## src/sv/rs_pkg.sv

```systemverilog
// Shared types and constants for the rectangle subtract block.
package rs_pkg;

    // Coordinate width of every rectangle edge
    localparam int COORD_W = 16;

    // Depth of the job queue between classifier and piece emitter
    localparam int QDEPTH = 2;
    localparam int QPTR_W = (QDEPTH > 1) ? $clog2(QDEPTH) : 1;
    localparam int QCNT_W = $clog2(QDEPTH + 1);

    // Piece kind codes
    localparam logic [2:0] KIND_TOP    = 3'd0;
    localparam logic [2:0] KIND_BOTTOM = 3'd1;
    localparam logic [2:0] KIND_LEFT   = 3'd2;
    localparam logic [2:0] KIND_RIGHT  = 3'd3;
    localparam logic [2:0] KIND_WHOLE  = 3'd4;

    // Inclusive rectangle
    typedef struct packed {
        logic signed [COORD_W-1:0] left;
        logic signed [COORD_W-1:0] top;
        logic signed [COORD_W-1:0] right;
        logic signed [COORD_W-1:0] bottom;
    } rect_t;

    // Classified job: mask bit order is top, bottom, left, right.
    // whole set: emit original as is; mask zero and whole clear: empty marker.
    typedef struct packed {
        rect_t      orig;
        rect_t      ovl;
        logic [3:0] mask;
        logic       whole;
    } job_t;

endpackage

```

## src/sv/rs_front.sv

```systemverilog
// Front end: accepts a rectangle pair, computes the overlap and classifies the job.
module rs_front (
    input  logic          clk,
    input  logic          rst_n,
    input  logic          in_valid,
    output logic          in_ready,
    input  rs_pkg::rect_t in_orig,
    input  rs_pkg::rect_t in_cut,
    output logic          job_valid,
    input  logic          job_ready,
    output rs_pkg::job_t  job
);
    import rs_pkg::*;

    rect_t      ovl;
    logic       orig_ok;
    logic       ovl_ok;
    logic [3:0] side_mask;
    job_t       job_next;
    logic       job_valid_reg;
    job_t       job_reg;

    // Overlap rectangle
    always_comb
    begin
        ovl.left   = (in_orig.left   > in_cut.left)   ? in_orig.left   : in_cut.left;
        ovl.top    = (in_orig.top    > in_cut.top)    ? in_orig.top    : in_cut.top;
        ovl.right  = (in_orig.right  < in_cut.right)  ? in_orig.right  : in_cut.right;
        ovl.bottom = (in_orig.bottom < in_cut.bottom) ? in_orig.bottom : in_cut.bottom;
    end

    // Validity and non-empty pieces; overlap lies inside the original when valid
    always_comb
    begin
        orig_ok      = (in_orig.left <= in_orig.right) && (in_orig.top <= in_orig.bottom);
        ovl_ok       = (ovl.left <= ovl.right) && (ovl.top <= ovl.bottom);
        side_mask[0] = ovl.top    > in_orig.top;
        side_mask[1] = ovl.bottom < in_orig.bottom;
        side_mask[2] = ovl.left   > in_orig.left;
        side_mask[3] = ovl.right  < in_orig.right;

        job_next.orig  = in_orig;
        job_next.ovl   = ovl;
        job_next.whole = orig_ok && !ovl_ok;
        job_next.mask  = (orig_ok && ovl_ok) ? side_mask : 4'b0000;
    end

    assign in_ready = !job_valid_reg || job_ready;

    // Stage valid
    always_ff @(posedge clk or negedge rst_n)
    begin
        if (!rst_n)
        begin
            job_valid_reg <= 1'b0;
        end
        else if (in_ready)
        begin
            job_valid_reg <= in_valid;
        end
    end

    // Stage payload
    always_ff @(posedge clk)
    begin
        if (in_ready && in_valid)
        begin
            job_reg <= job_next;
        end
    end

    assign job_valid = job_valid_reg;
    assign job       = job_reg;

endmodule

```

## src/sv/rs_fifo.sv

```systemverilog
// Short first-word-fall-through job queue between front and back ends.
module rs_fifo (
    input  logic         clk,
    input  logic         rst_n,
    input  logic         wr_valid,
    output logic         wr_ready,
    input  rs_pkg::job_t wr_data,
    output logic         rd_valid,
    input  logic         rd_pop,
    output rs_pkg::job_t rd_data
);
    import rs_pkg::*;

    job_t              mem_reg [QDEPTH];
    logic [QPTR_W-1:0] wr_ptr_reg;
    logic [QPTR_W-1:0] rd_ptr_reg;
    logic [QCNT_W-1:0] count_reg;
    logic              do_wr;
    logic              do_rd;

    assign wr_ready = (count_reg != QCNT_W'(QDEPTH));
    assign rd_valid = (count_reg != '0);
    assign do_wr    = wr_valid && wr_ready;
    assign do_rd    = rd_pop && rd_valid;
    assign rd_data  = mem_reg[rd_ptr_reg];

    // Pointers and fill count
    always_ff @(posedge clk or negedge rst_n)
    begin
        if (!rst_n)
        begin
            wr_ptr_reg <= '0;
            rd_ptr_reg <= '0;
            count_reg  <= '0;
        end
        else
        begin
            if (do_wr)
            begin
                wr_ptr_reg <= (wr_ptr_reg == QPTR_W'(QDEPTH - 1)) ? '0 : wr_ptr_reg + 1'b1;
            end
            if (do_rd)
            begin
                rd_ptr_reg <= (rd_ptr_reg == QPTR_W'(QDEPTH - 1)) ? '0 : rd_ptr_reg + 1'b1;
            end
            if (do_wr && !do_rd)
            begin
                count_reg <= count_reg + 1'b1;
            end
            else if (do_rd && !do_wr)
            begin
                count_reg <= count_reg - 1'b1;
            end
        end
    end

    // Storage
    always_ff @(posedge clk)
    begin
        if (do_wr)
        begin
            mem_reg[wr_ptr_reg] <= wr_data;
        end
    end

endmodule

```

## src/sv/rs_back.sv

```systemverilog
// Back end: walks the pieces of the head job and drives the output register.
module rs_back (
    input  logic          clk,
    input  logic          rst_n,
    input  logic          job_valid,
    output logic          job_pop,
    input  rs_pkg::job_t  job,
    output logic          out_valid,
    input  logic          out_ready,
    output rs_pkg::rect_t out_piece,
    output logic [2:0]    out_kind,
    output logic          out_present,
    output logic          out_last
);
    import rs_pkg::*;

    logic [3:0] rem_reg;
    logic [3:0] pend;
    logic [3:0] pick;
    logic [2:0] pick_kind;
    logic [2:0] sel_kind;
    rect_t      sel_piece;
    logic       sel_present;
    logic       sel_last;
    logic       load;
    logic       out_valid_reg;
    rect_t      piece_reg;
    logic [2:0] kind_reg;
    logic       present_reg;
    logic       last_reg;

    assign pend = job.mask & rem_reg;

    // Lowest pending piece in top, bottom, left, right order
    always_comb
    begin
        pick      = 4'b0000;
        pick_kind = KIND_TOP;
        if (pend[0])
        begin
            pick      = 4'b0001;
            pick_kind = KIND_TOP;
        end
        else if (pend[1])
        begin
            pick      = 4'b0010;
            pick_kind = KIND_BOTTOM;
        end
        else if (pend[2])
        begin
            pick      = 4'b0100;
            pick_kind = KIND_LEFT;
        end
        else if (pend[3])
        begin
            pick      = 4'b1000;
            pick_kind = KIND_RIGHT;
        end
    end

    // Piece geometry and flags
    always_comb
    begin
        sel_piece   = '0;
        sel_kind    = pick_kind;
        sel_present = 1'b0;
        sel_last    = 1'b1;
        if (job.whole)
        begin
            sel_piece   = job.orig;
            sel_kind    = KIND_WHOLE;
            sel_present = 1'b1;
        end
        else if (pend != 4'b0000)
        begin
            sel_present = 1'b1;
            sel_last    = ((pend & ~pick) == 4'b0000);
            case (pick_kind)
                KIND_TOP:
                begin
                    sel_piece        = job.orig;
                    sel_piece.bottom = job.ovl.top - 16'sd1;
                end
                KIND_BOTTOM:
                begin
                    sel_piece     = job.orig;
                    sel_piece.top = job.ovl.bottom + 16'sd1;
                end
                KIND_LEFT:
                begin
                    sel_piece.left   = job.orig.left;
                    sel_piece.top    = job.ovl.top;
                    sel_piece.right  = job.ovl.left - 16'sd1;
                    sel_piece.bottom = job.ovl.bottom;
                end
                KIND_RIGHT:
                begin
                    sel_piece.left   = job.ovl.right + 16'sd1;
                    sel_piece.top    = job.ovl.top;
                    sel_piece.right  = job.orig.right;
                    sel_piece.bottom = job.ovl.bottom;
                end
                default:
                begin
                    sel_piece = '0;
                end
            endcase
        end
        else
        begin
            sel_kind = KIND_TOP;
        end
    end

    assign load    = job_valid && (!out_valid_reg || out_ready);
    assign job_pop = load && sel_last;

    // Control: pending mask of head job and output valid
    always_ff @(posedge clk or negedge rst_n)
    begin
        if (!rst_n)
        begin
            rem_reg       <= 4'b1111;
            out_valid_reg <= 1'b0;
        end
        else
        begin
            if (job_pop)
            begin
                rem_reg <= 4'b1111;
            end
            else if (load)
            begin
                rem_reg <= rem_reg & ~pick;
            end
            if (!out_valid_reg || out_ready)
            begin
                out_valid_reg <= job_valid;
            end
        end
    end

    // Output payload
    always_ff @(posedge clk)
    begin
        if (load)
        begin
            piece_reg   <= sel_piece;
            kind_reg    <= sel_kind;
            present_reg <= sel_present;
            last_reg    <= sel_last;
        end
    end

    assign out_valid   = out_valid_reg;
    assign out_piece   = piece_reg;
    assign out_kind    = kind_reg;
    assign out_present = present_reg;
    assign out_last    = last_reg;

endmodule

```

## src/sv/rectangle_subtract.sv

```systemverilog
// Rectangle subtract: emits the pieces of an original rectangle outside a cut rectangle.
// Path to the first result: front register, job queue, output register of the emitter.
// Throughput: one result per cycle unless the output stalls; an item gives 1 to 4 results,
//   all sent through the single output register of the piece emitter.
// Input transfers continue while results wait, until the two-entry job queue fills.
// Reset: rst_n asynchronous active low; clears all valids and the queue, no output pending.
module rectangle_subtract (
    input  logic          clk,
    input  logic          rst_n,
    input  logic          s_axis_tvalid,
    output logic          s_axis_tready,
    // orig_left, orig_top, orig_right, orig_bottom, cut_left, cut_top, cut_right, cut_bottom
    input  logic [127:0]  s_axis_tdata,
    output logic          m_axis_tvalid,
    input  logic          m_axis_tready,
    // piece_left, piece_top, piece_right, piece_bottom
    output logic [63:0]   m_axis_tdata,
    // piece_kind[2:0], piece_present[3]
    output logic [3:0]    m_axis_tuser,
    // last_piece
    output logic          m_axis_tlast
);
    import rs_pkg::*;

    rect_t      in_orig;
    rect_t      in_cut;
    logic       fr_valid;
    logic       fr_ready;
    job_t       fr_job;
    logic       q_valid;
    logic       q_pop;
    job_t       q_job;
    rect_t      out_piece;
    logic [2:0] out_kind;
    logic       out_present;

    // Unpack input transfer
    always_comb
    begin
        in_orig.left   = s_axis_tdata[15:0];
        in_orig.top    = s_axis_tdata[31:16];
        in_orig.right  = s_axis_tdata[47:32];
        in_orig.bottom = s_axis_tdata[63:48];
        in_cut.left    = s_axis_tdata[79:64];
        in_cut.top     = s_axis_tdata[95:80];
        in_cut.right   = s_axis_tdata[111:96];
        in_cut.bottom  = s_axis_tdata[127:112];
    end

    rs_front u_front (
        .clk       (clk),
        .rst_n     (rst_n),
        .in_valid  (s_axis_tvalid),
        .in_ready  (s_axis_tready),
        .in_orig   (in_orig),
        .in_cut    (in_cut),
        .job_valid (fr_valid),
        .job_ready (fr_ready),
        .job       (fr_job)
    );

    rs_fifo u_fifo (
        .clk      (clk),
        .rst_n    (rst_n),
        .wr_valid (fr_valid),
        .wr_ready (fr_ready),
        .wr_data  (fr_job),
        .rd_valid (q_valid),
        .rd_pop   (q_pop),
        .rd_data  (q_job)
    );

    rs_back u_back (
        .clk         (clk),
        .rst_n       (rst_n),
        .job_valid   (q_valid),
        .job_pop     (q_pop),
        .job         (q_job),
        .out_valid   (m_axis_tvalid),
        .out_ready   (m_axis_tready),
        .out_piece   (out_piece),
        .out_kind    (out_kind),
        .out_present (out_present),
        .out_last    (m_axis_tlast)
    );

    // Pack output transfer
    assign m_axis_tdata = {out_piece.bottom, out_piece.right, out_piece.top, out_piece.left};
    assign m_axis_tuser = {out_present, out_kind};

endmodule

```

## config.mk

```make
export PLATFORM = sky130hd
export DESIGN_NAME = rectangle_subtract
export DESIGN_NICKNAME = d
export VERILOG_FILES = /design/src/sv/rs_pkg.sv /design/src/sv/rs_front.sv /design/src/sv/rs_fifo.sv /design/src/sv/rs_back.sv /design/src/sv/rectangle_subtract.sv
export SDC_FILE = /design/constraint.sdc
export NUM_CORES = 1
export LEC_CHECK = 0
export BUFFER_PORTS_ARGS = -buffer_cell sky130_fd_sc_hd__buf_4
export CAP_MARGIN = 20
export CORE_UTILIZATION = 65
export CTS_BUF_LIST = sky130_fd_sc_hd__clkbuf_2 sky130_fd_sc_hd__clkbuf_4 sky130_fd_sc_hd__clkbuf_8
export DETAILED_ROUTE_END_ITERATION = 8
export HOLD_SLACK_MARGIN = 0.12
export MAX_ROUTING_LAYER = met4
export PLACE_DENSITY = 0.89
export SETUP_SLACK_MARGIN = 0.3
export SYNTH_ARGS = -nofsm -noshare
export SYNTH_HDL_FRONTEND = slang
export SYNTH_SLANG_ARGS = --single-unit
```

## constraint.sdc

```tcl
create_clock -name clk -period 11.2 [get_ports clk]
set_clock_uncertainty 0.2 [all_clocks]
set_input_delay 2.24 -clock clk [delete_from_list [all_inputs] [get_ports clk]]
set_output_delay 2.24 -clock clk [all_outputs]
set_load 0.05 [all_outputs]
```

==> results of run 1 <==
[where the power goes]
| group | switching [mW] | internal, mW |
|---|---|---|
| combinational | 1.95 | 0.914 |
| sequential | 0.288 | 2.73 |
| clock | 0.702 | 0.926 |
| total | 2.94 | 4.58 |
[path summary, 6_finish.rpt]
check,start,endpoint,slack [ps],depth (start not counted)
max in group asynchronous,rst_n,u_back.rem_reg[1],9340,1
worst max register to register,u_fifo.rd_ptr_reg,u_back.out_piece[14],6700,9
min in group asynchronous,rst_n,u_fifo.count_reg[0],1230,1
worst min-delay path,u_front.job[16],u_fifo.mem_reg[1][16],240,0
worst min register to register,u_front.job[16],u_fifo.mem_reg[1][16],240,0
worst max-delay path,s_axis_tdata[19],u_front.job[3],4660,16
[per-stage QoR]
| stage | std cells | util | setup WS (ps) | instance area [sq um] | power (mW) |
|---|---|---|---|---|---|
| 2_1_floorplan | 1821 | - | 4216 | 24170 | 5.024 |
| 3_3_place_gp | 2457 | 0.7123 | 4096 | 26080 | 5.698 |
| 3_5_place_dp | 2457 | 0.7123 | 4053 | 26080 | 5.821 |
| 4_1_cts | 2596 | 0.7574 | 4695 | 27730 | 7.467 |
| 5_1_grt | 2597 | 0.7575 | 4396 | 27730 | 7.786 |
| 6_report | 2597 | 0.7575 | 4665 | 27730 | 7.512 |
[layer usage]
layer	vias up	wire length [um]	GRT usage
li1	7376	-	-
met1	8046	26090	0.4820
met2	1037	28380	0.5068
met3	119	6743	0.05709
met4	0	1449	0.09945
met5	-	0	-
[cell usage after synthesis, types with 12 or more instances]
cell / n / area [sq um]
sky130_fd_sc_hd__a21oi_1: 72 / 360.4
sky130_fd_sc_hd__nand3_1: 26 / 130.1
sky130_fd_sc_hd__ha_1: 193 / 2415
sky130_fd_sc_hd__nand4_1: 26 / 162.7
sky130_fd_sc_hd__edfxtp_1: 468 / 14050
sky130_fd_sc_hd__o21a_1: 39 / 292.8
sky130_fd_sc_hd__nor2b_1: 16 / 100.1
sky130_fd_sc_hd__nand2_1: 108 / 405.4
sky130_fd_sc_hd__buf_4: 15 / 112.6
sky130_fd_sc_hd__nand2b_1: 12 / 75.07
sky130_fd_sc_hd__xnor2_1: 40 / 350.3
sky130_fd_sc_hd__xor2_1: 23 / 201.4
sky130_fd_sc_hd__nor3_1: 23 / 115.1
sky130_fd_sc_hd__o22ai_1: 64 / 400.4
sky130_fd_sc_hd__o21ai_0: 52 / 260.3
sky130_fd_sc_hd__a21o_1: 32 / 240.2
sky130_fd_sc_hd__clkbuf_1: 15 / 56.30
sky130_fd_sc_hd__mux2i_1: 146 / 1461
sky130_fd_sc_hd__mux2_2: 18 / 202.7
sky130_fd_sc_hd__nor2_1: 70 / 262.8
sky130_fd_sc_hd__inv_1: 175 / 656.9
[area by class of cell]
cell class,count,area (sq um)
antenna,1,2.502
clock inverter,35,381.6
tap,468,585.6
fill,2224,8879
inverter,176,660.6
timing repair buffer,215,1614
multi-input combinational,1120,8906
sequential,478,14310
clock buffer,104,1269
[worst reg2reg max path: cells and delay by family, from the launching register on]
kind / cells / cell delay [ps]
buf+inv: 1 / 930
flops: 1 / 910
simple gates: 3 / 670
mux: 1 / 530
compound gates: 2 / 460
fa+ha+maj: 1 / 330
xor+xnor: 1 / 210
[kinds of logic (layout without fill, tap and decap cells)]
family                     Yosys count  after routing  synth area share
DFF                                478            478            0.5920
and+or+nand+nor                    351            351           0.07646
AOI/OAI and AO/OA                  342            342           0.09458
buffers and inverters              223            530           0.04048
adders and majority gates          194            194            0.1003
muxes                              170            170           0.07335
xor gates and xnor gates            63             63           0.02283
other                                0              1                 0
==> flow_metrics.py, run 1 <==
metrics = {
    "cells_and_area": {
        "fraction_of_final_layout_cells_with_drive_strength_greater_than_1": 0.1927,
        "finish.net_count": 2392,
        "mostFrequentLayoutCell": "sky130_fd_sc_hd__edfxtp_1",
        "layout.cells.most_common_list": "sky130_fd_sc_hd__edfxtp_1 (468), sky130_fd_sc_hd__buf_4 (215), sky130_fd_sc_hd__ha_1 (193)",
        "area_growth_syn_to_layout_pct": 14.73,
        "largest_reg_flops": 266,
    },
    "die": {
        "die_width_um": 194.8,
        "ios": 203,
        "coreArea_sq_um": 36610,
        "initial_utilization": 0.6602,
        "die_area_sq_um": 37960,
        "die_y_um": 194.8,
        "placement_rows": 70,
    },
    "clock_network": {
        "clk_slew_on_worst_s_h_paths_ps": 70,
        "post_cts_resize_count": 0,
        "cts_buffers": 76,
        "maximum_buffer_depth_of_the_clock_tree": 3,
        "clockRootBuffer": "sky130_fd_sc_hd__clkbuf_8",
        "worstSkewPairLatency_ps": 640,
        "cts_tree": "yes",
        "cts_num_sinks": 478,
        "postCtsSetupBuffers": 0,
        "cts.htree.levels": 3,
        "cts.hold.buffers_added": 0,
    },
    "synthesis": {
        "synth_top_flop_cell": "sky130_fd_sc_hd__edfxtp_1",
        "postSynthAreaPerCell_sq_um": 13.27,
        "syn_inst": 1821,
        "post_synth_instance_area_sq_um": 24170,
        "yosysUniqueCellTypes": 86,
        "synth.yosys.seq_area_share": 0.5920,
        "number_of_enable_type_register_cells_in_the_synthesized_netlist": 468,
        "async_flop_share": 0.02092,
        "yosys_warnings": 0,
        "synth_seq_cells": 478,
        "synth.net_count": 2146,
    },
    "global_route": {
        "grt_pass1_vias": 16120,
        "grt_remaining_overflow": 0,
        "antenna_found_initial": 1,
        "grt_max_degree": 72,
        "globalRouteTotalUtil": 0.3393,
        "wire_length_of_the_first_global_routing_pass_mm": 92.79,
    },
    "sta": {
        "hold-worst-slack_ps": 241.5,
        "setup_total_negative_slack_ps": 0,
        "fmax_mhz": 153.0,
        "slew-limit-headroom": 0.2810,
        "timing_hold_violations_final": 0,
        "layout_min_cycle_time_ps": 6535,
        "timing.final.max_slew_violations": 0,
        "worst_pin_slew_ps": 1074,
        "rsz_0062_raised_after_global_routing": "false",
        "final-setup-viol-count": 0,
        "final.period_utilization": 0.5835,
    },
    "critical_path": {
        "critPathSlowestCell": "sky130_fd_sc_hd__a41o_1",
        "worst-endpoint-arrival_ps": 6790,
        "worstPathBufferInverterCount": 1,
        "cp_slowest_stage_delay_ps": 890,
        "setup.worst_path.start_class": "input pin",
        "setup.worst_path.end_class": "register",
        "crit_chain": "buf_4, ha_1, a2111oi_0, o21ai_0, a221o_1, nand2_1, a41o_1, mux2i_1, ha_1, a21o_1, a211oi_1, a211oi_1, nor3_1, mux2i_1, o2bb2ai_1, nor4_1",
        "critPathKind": "in2reg",
        "critical-path-top-delay-family": "compound AO/OA/AOI/OAI gates",
        "critPathRequiredTime_ps": 11450,
        "largest_fanout_of_any_net_on_the_critical_path": 17,
    },
    "run_status": {
        "outcome": "finished clean",
    },
    "place": {
        "hpwl_mm": 44.84,
        "numPortBuffers": 202,
        "place_congestion": 0.9563,
    },
    "detailed_routing": {
        "drtIter0Drc": 1857,
        "drt_pre_antenna_iters": 8,
        "drt.antenna.violating_nets": 0,
        "routed_via_density": 6.384,
        "route.vias.total": 16580,
        "route.detailed.wl_per_inst_um": 24.13,
        "final_routed_drc_violation_total": 0,
        "postRouteWirelength_mm": 62.66,
    },
    "power": {
        "vdd_drop_max_uv": 209.2,
        "power.static_leakage_nw": 11.43,
        "cellPowerDensity_nw_per_um2": 270.9,
    },
    "run": {
        "maxCapViolations": 0,
    },
    "worst_hold_path": {
        "timing.hold.worst.class": "reg2reg",
    },
}
Power figures use the tool's default switching activity.
==> run 2, diff against run 1 <==
CORE_UTILIZATION = 56   (was 65)
PLACE_DENSITY = 0.81   (was 0.89)
clock period = 5.5 ns   (was 11.2 ns; I/O delays follow)
==> run 2 against run 1 <==
Against the previous run: global-route usage shrank 5.3 points; wire length shrank 2.9%; cell count grew 4.2%; non-clock buffer count grew 38; clock power grew 88%; sequential power grew 100%; combinational power grew 100%; critical path depth grew 1; largest power group unchanged.
==> flow_metrics.py, run 2 (synthesis gave the netlist of run 1 again) <==
metrics = {
    "critical_path": {
        "worst-endpoint-arrival_ps": 4990,
        "critPathRequiredTime_ps": 5670,
        "setup.worst_path.start_class": "input pin",
        "critPathSlowestCell": "sky130_fd_sc_hd__a2111oi_0",
        "critPathKind": "in2reg",
        "setup.worst_path.end_class": "register",
        "critical-path-top-delay-family": "compound AO/OA/AOI/OAI gates",
        "largest_fanout_of_any_net_on_the_critical_path": 13,
        "worstPathBufferInverterCount": 2,
        "crit_chain": "buf_4, ha_1, a2111oi_0, o21ai_0, a221o_1, nand2_1, a41o_1, buf_12, mux2i_1, ha_1, and3_1, o21ai_0, a2111oi_0, nor3_1, mux2i_1, o2bb2ai_1, nor4_1",
        "cp_slowest_stage_delay_ps": 420,
    },
    "global_route": {
        "grt_max_degree": 134,
        "antenna_found_initial": 3,
        "globalRouteTotalUtil": 0.2867,
        "grt_remaining_overflow": 0,
        "grt_pass1_vias": 15940,
        "wire_length_of_the_first_global_routing_pass_mm": 90.94,
    },
    "clock_network": {
        "cts_num_sinks": 478,
        "cts.htree.levels": 3,
        "clockRootBuffer": "sky130_fd_sc_hd__clkbuf_8",
        "cts.hold.buffers_added": 1,
        "cts_tree": "yes",
        "clk_slew_on_worst_s_h_paths_ps": 60,
        "worstSkewPairLatency_ps": 640,
        "cts_buffers": 78,
        "maximum_buffer_depth_of_the_clock_tree": 3,
        "postCtsSetupBuffers": 0,
        "post_cts_resize_count": 0,
    },
    "sta": {
        "fmax_mhz": 207.7,
        "final-setup-viol-count": 0,
        "timing_hold_violations_final": 0,
        "final_critical_path_setup_slack_ps": 685.5,
        "rsz_0062_raised_after_global_routing": "false",
        "final.period_utilization": 0.8754,
        "timing.final.max_slew_violations": 0,
        "layout_min_cycle_time_ps": 4814,
        "slew-limit-headroom": 0.2860,
        "setup_total_negative_slack_ps": 0,
        "worst_pin_slew_ps": 1067,
    },
    "run": {
        "maxCapViolations": 0,
    },
    "die": {
        "placement_rows": 75,
        "die_y_um": 209.8,
        "initial_utilization": 0.5724,
        "die_width_um": 209.8,
        "ios": 203,
        "die_area_sq_um": 44000,
        "coreArea_sq_um": 42230,
    },
    "place": {
        "place_congestion": 0.9531,
        "place_ws_ps": 48.78,
        "numPortBuffers": 202,
        "hpwl_mm": 46.18,
    },
    "power": {
        "power.static_leakage_nw": 11.56,
        "cellPowerDensity_nw_per_um2": 535.3,
        "vdd_drop_max_uv": 323.5,
    },
    "detailed_routing": {
        "drt.antenna.violating_nets": 0,
        "route.vias.total": 16380,
        "drtIter0Drc": 1532,
        "drt_pre_antenna_iters": 6,
        "postRouteWirelength_mm": 60.81,
        "routed_via_density": 6.052,
        "final_routed_drc_violation_total": 0,
        "route.detailed.wl_per_inst_um": 22.47,
    },
    "cells_and_area": {
        "area_growth_syn_to_layout_pct": 16.08,
        "fraction_of_final_layout_cells_with_drive_strength_greater_than_1": 0.2046,
        "finish.net_count": 2432,
        "largest_reg_flops": 266,
        "mostFrequentLayoutCell": "sky130_fd_sc_hd__edfxtp_1",
        "layout.filler_cells": 3000,
        "layout.cells.most_common_list": "sky130_fd_sc_hd__edfxtp_1 (468), sky130_fd_sc_hd__buf_4 (248), sky130_fd_sc_hd__ha_1 (193)",
    },
    "run_status": {
        "outcome": "finished clean",
    },
    "worst_hold_path": {
        "timing.hold.worst.class": "reg2reg",
    },
}
==> run 2: changes by cell type in the layout (fill, tap and decap cells not counted), moves of 3 or more <==
cell	change
sky130_fd_sc_hd__buf_12	+4
sky130_fd_sc_hd__buf_4	+33
sky130_fd_sc_hd__bufinv_16	-4
sky130_fd_sc_hd__clkbuf_4	-3
sky130_fd_sc_hd__clkinv_1	+3
sky130_fd_sc_hd__clkinv_4	+3
sky130_fd_sc_hd__clkinvlp_4	+3
==> run 2: per-stage QoR <==
stage	util	area [sq um]	hold slack, ps	power, mW	cells
floorplan	-	24170	221.5	10.20	1821
global placement	0.6273	26490	223.0	11.74	2564
detailed placement	0.6273	26490	229.8	11.94	2564
CTS	0.6641	28050	231.7	15.01	2703
global route	0.6644	28060	244.4	15.67	2706
finish	0.6644	28060	240.8	15.02	2706
==> run 2: worst paths after layout <==
kind                                    from               endpoint  slack (ps)  cells after the start
min                          u_front.job[96]  u_fifo.mem_reg[1][96]         240                      0
min in group asynchronous              rst_n      u_fifo.rd_ptr_reg         630                      2
max in group asynchronous              rst_n      u_back.rem_reg[3]        4240                      2
min reg2reg                  u_front.job[96]  u_fifo.mem_reg[1][96]         240                      0
max reg2reg                u_fifo.rd_ptr_reg   u_back.out_piece[31]        1490                      8
max                         s_axis_tdata[19]         u_front.job[3]         690                     17
==> run 2: per-layer routing <==
layer	share of wire	global-route usage	vias up	routed length, um
met5	0	-	-	0
met4	0.020	0.08080	0	1202
met3	0.10	0.05551	106	6064
met2	0.44	0.4149	862	27000
met1	0.44	0.4137	7950	26540
li1	-	-	7459	-
==> run 2: final cells by class <==
| class | count | area (sq um) | area share |
|---|---|---|---|
| clock inverters | 36 | 287.8 | 0.01026 |
| clock buffers | 102 | 1260 | 0.04491 |
| well taps | 539 | 674.4 | 0.02404 |
| multi-input cells | 1120 | 8906 | 0.3174 |
| flip-flops and latches | 478 | 14310 | 0.5101 |
| diodes | 2 | 5.005 | 0.0001784 |
| repair buffers | 253 | 1952 | 0.06957 |
| inverters | 176 | 660.6 | 0.02355 |
==> run 2: where the power goes <==
group / internal, mW / switching, mW
Combinational: 1.92 / 3.94
Clock: 1.69 / 1.37
Sequential: 5.55 / 0.543
==> run 3, diff against run 2 <==
RECOVER_POWER = 100   (was unset)
==> run 3 against run 2 <==
Against the previous run: the flow now finishes with violations (max-capacitance violations, max-slew violations); cell area shrank 2.4%; clock power is essentially flat; register-to-register slack lost 940 ps; clock-buffer cell count is the same; critical path depth grew 1; non-clock buffer count is the same; hold slack is essentially flat.
==> flow_metrics.py, run 3 (synthesis gave the netlist of run 1 again) <==
metrics = {
    "place": {
        "place_congestion": 0.9531,
        "numPlacedInstances": 2564,
        "place_ws_ps": 48.78,
        "hpwl_mm": 46.18,
        "numPortBuffers": 202,
    },
    "die": {
        "coreArea_sq_um": 42230,
        "ios": 203,
        "die_area_sq_um": 44000,
        "die_width_um": 209.8,
        "placement_rows": 75,
        "initial_utilization": 0.5724,
        "die_y_um": 209.8,
    },
    "clock_network": {
        "cts_buffers": 78,
        "clk_slew_on_worst_s_h_paths_ps": 60,
        "cts.htree.levels": 3,
        "cts_tree": "yes",
        "worstSkewPairLatency_ps": 640,
        "clockRootBuffer": "sky130_fd_sc_hd__clkbuf_8",
        "cts_num_sinks": 478,
        "maximum_buffer_depth_of_the_clock_tree": 3,
    },
    "sta": {
        "timing_hold_violations_final": 0,
        "rsz_0062_raised_after_global_routing": "false",
        "fmax_mhz": 199.8,
        "final-setup-viol-count": 0,
        "timing.final.max_slew_violations": 303,
        "final.period_utilization": 0.9100,
        "setup_total_negative_slack_ps": 0,
        "slew-limit-headroom": -1.599,
        "final_critical_path_setup_slack_ps": 495.0,
        "worst_pin_slew_ps": 3899,
        "layout_min_cycle_time_ps": 5005,
    },
    "cells_and_area": {
        "layout.filler_cells": 3174,
        "final_core_util": 0.6488,
        "fraction_of_final_layout_cells_with_drive_strength_greater_than_1": 0.1238,
        "layout.cells.most_common_list": "sky130_fd_sc_hd__edfxtp_1 (468), sky130_fd_sc_hd__ha_1 (193), sky130_fd_sc_hd__inv_1 (176)",
        "area_growth_syn_to_layout_pct": 13.35,
        "multiInputGateArea_sq_um": 8881,
        "largest_reg_flops": 266,
        "mostFrequentLayoutCell": "sky130_fd_sc_hd__edfxtp_1",
        "finish.net_count": 2432,
        "stdcell_count": 2706,
        "final-seq-area_sq_um": 14310,
    },
    "global_route": {
        "antenna_found_initial": 3,
        "grt_pass1_vias": 15940,
        "globalRouteTotalUtil": 0.2867,
        "grt_max_degree": 134,
        "grt_remaining_overflow": 0,
        "wire_length_of_the_first_global_routing_pass_mm": 90.94,
    },
    "critical_path": {
        "regToRegSetupSlack_ps": 550,
        "largest_fanout_of_any_net_on_the_critical_path": 10,
        "critPathRequiredTime_ps": 5740,
        "worstPathBufferInverterCount": 3,
        "setup.worst_path.start_class": "input pin",
        "cp_slowest_stage_delay_ps": 550,
        "crit_top_cell": "sky130_fd_sc_hd__clkbuf_1",
        "critPathKind": "in2reg",
        "critical-path-top-delay-family": "compound AO/OA/AOI/OAI gates",
        "setup.worst_path.end_class": "register",
        "worst-endpoint-arrival_ps": 5250,
        "crit_chain": "clkbuf_1, ha_1, nand2_1, o21ai_0, clkbuf_1, a21oi_1, o21ai_0, clkbuf_1, nand2_1, o21a_1, ha_1, a21o_1, a211oi_1, a211oi_1, nor3_1, mux2i_1, o2bb2ai_1, nor4_1",
        "critPathSlowestCell": "sky130_fd_sc_hd__o21ai_0",
    },
    "detailed_routing": {
        "drtIter0Drc": 1723,
        "drt.antenna.violating_nets": 0,
        "route.vias.total": 16320,
        "drt_pre_antenna_iters": 5,
        "final_routed_drc_violation_total": 0,
        "postRouteWirelength_mm": 61.03,
        "routed_via_density": 6.031,
        "route.detailed.wl_per_inst_um": 22.55,
    },
    "power": {
        "cellPowerDensity_nw_per_um2": 540.0,
        "vdd_drop_max_uv": 298.6,
        "power.static_leakage_nw": 10.95,
    },
    "run": {
        "maxCapViolations": 5,
    },
    "run_status": {
        "outcome": "complete, but fails checks",
        "failed_checks": "max-capacitance violations, max-slew violations",
    },
    "worst_hold_path": {
        "timing.hold.worst.class": "reg2reg",
    },
}
[run 3: where the power goes]
part           internal [mW]  total [mW]  switching [mW]
combinational           1.63        5.58            3.95
clock                   1.69        3.05            1.36
sequential              5.63        6.17           0.538
total                   8.94        14.8            5.85
[run 3: per-stage QoR]
step	area (sq um)	power [mW]	hold WS (ps)
floorplan	24170	10.20	221.5
global placement	26490	11.74	223.0
detailed placement	26490	11.94	229.8
CTS	28050	15.01	231.7
global route	27400	15.45	244.4
finish	27400	14.80	241.0
[run 3: cell type report]
class	instances	share of cell area
antenna	2	0.0001827
clock buffer	102	0.04599
clock inverter	36	0.01050
inverter	176	0.02411
multi-input combinational	1120	0.3242
sequential	478	0.5224
tap	539	0.02462
timing repair buffer	253	0.04804
[run 3: worst paths after layout]
check / start / endpoint / cells after the start
setup / recovery: s_axis_tdata[50] / u_front.job[3] / 18
hold / removal: u_front.job[68] / u_fifo.mem_reg[1][68] / 0
setup reg to reg: u_fifo.rd_ptr_reg / u_back.out_piece[17] / 8
hold reg to reg: u_front.job[68] / u_fifo.mem_reg[1][68] / 0
max in group asynchronous: rst_n / u_fifo.rd_ptr_reg / 2
min in group asynchronous: rst_n / u_fifo.rd_ptr_reg / 2
[run 3: worst register-to-register path, stage by stage, from the launching register on]
cell,delay (ps)
sky130_fd_sc_hd__dfrtp_4,1020
sky130_fd_sc_hd__clkbuf_1,1330
sky130_fd_sc_hd__mux2_1,420
sky130_fd_sc_hd__nand2_1,130
sky130_fd_sc_hd__and2_0,290
sky130_fd_sc_hd__a21oi_1,150
sky130_fd_sc_hd__buf_4,200
sky130_fd_sc_hd__a21oi_1,630
sky130_fd_sc_hd__o22ai_1,260
[run 3: routing by layer]
layer  up-vias  routed length [um]  share of wire  global-route usage
met2       837               26880           0.44              0.4149
li1       7465                   -              -                   -
met4         0                1224          0.020             0.08080
met3       113                6069          0.099             0.05551
met1      7906               26860           0.44              0.4137
met5         -                   0              0                   -
[run 3: repair_timing]
| action | 4_1_cts | 5_1_grt |
|---|---|---|
| resized for setup | 0 | 0 |
| hold buffers | 1 | 0 |
| endpoints found under the hold margin | 6 | 0 |
| buffers inserted | 0 | 0 |
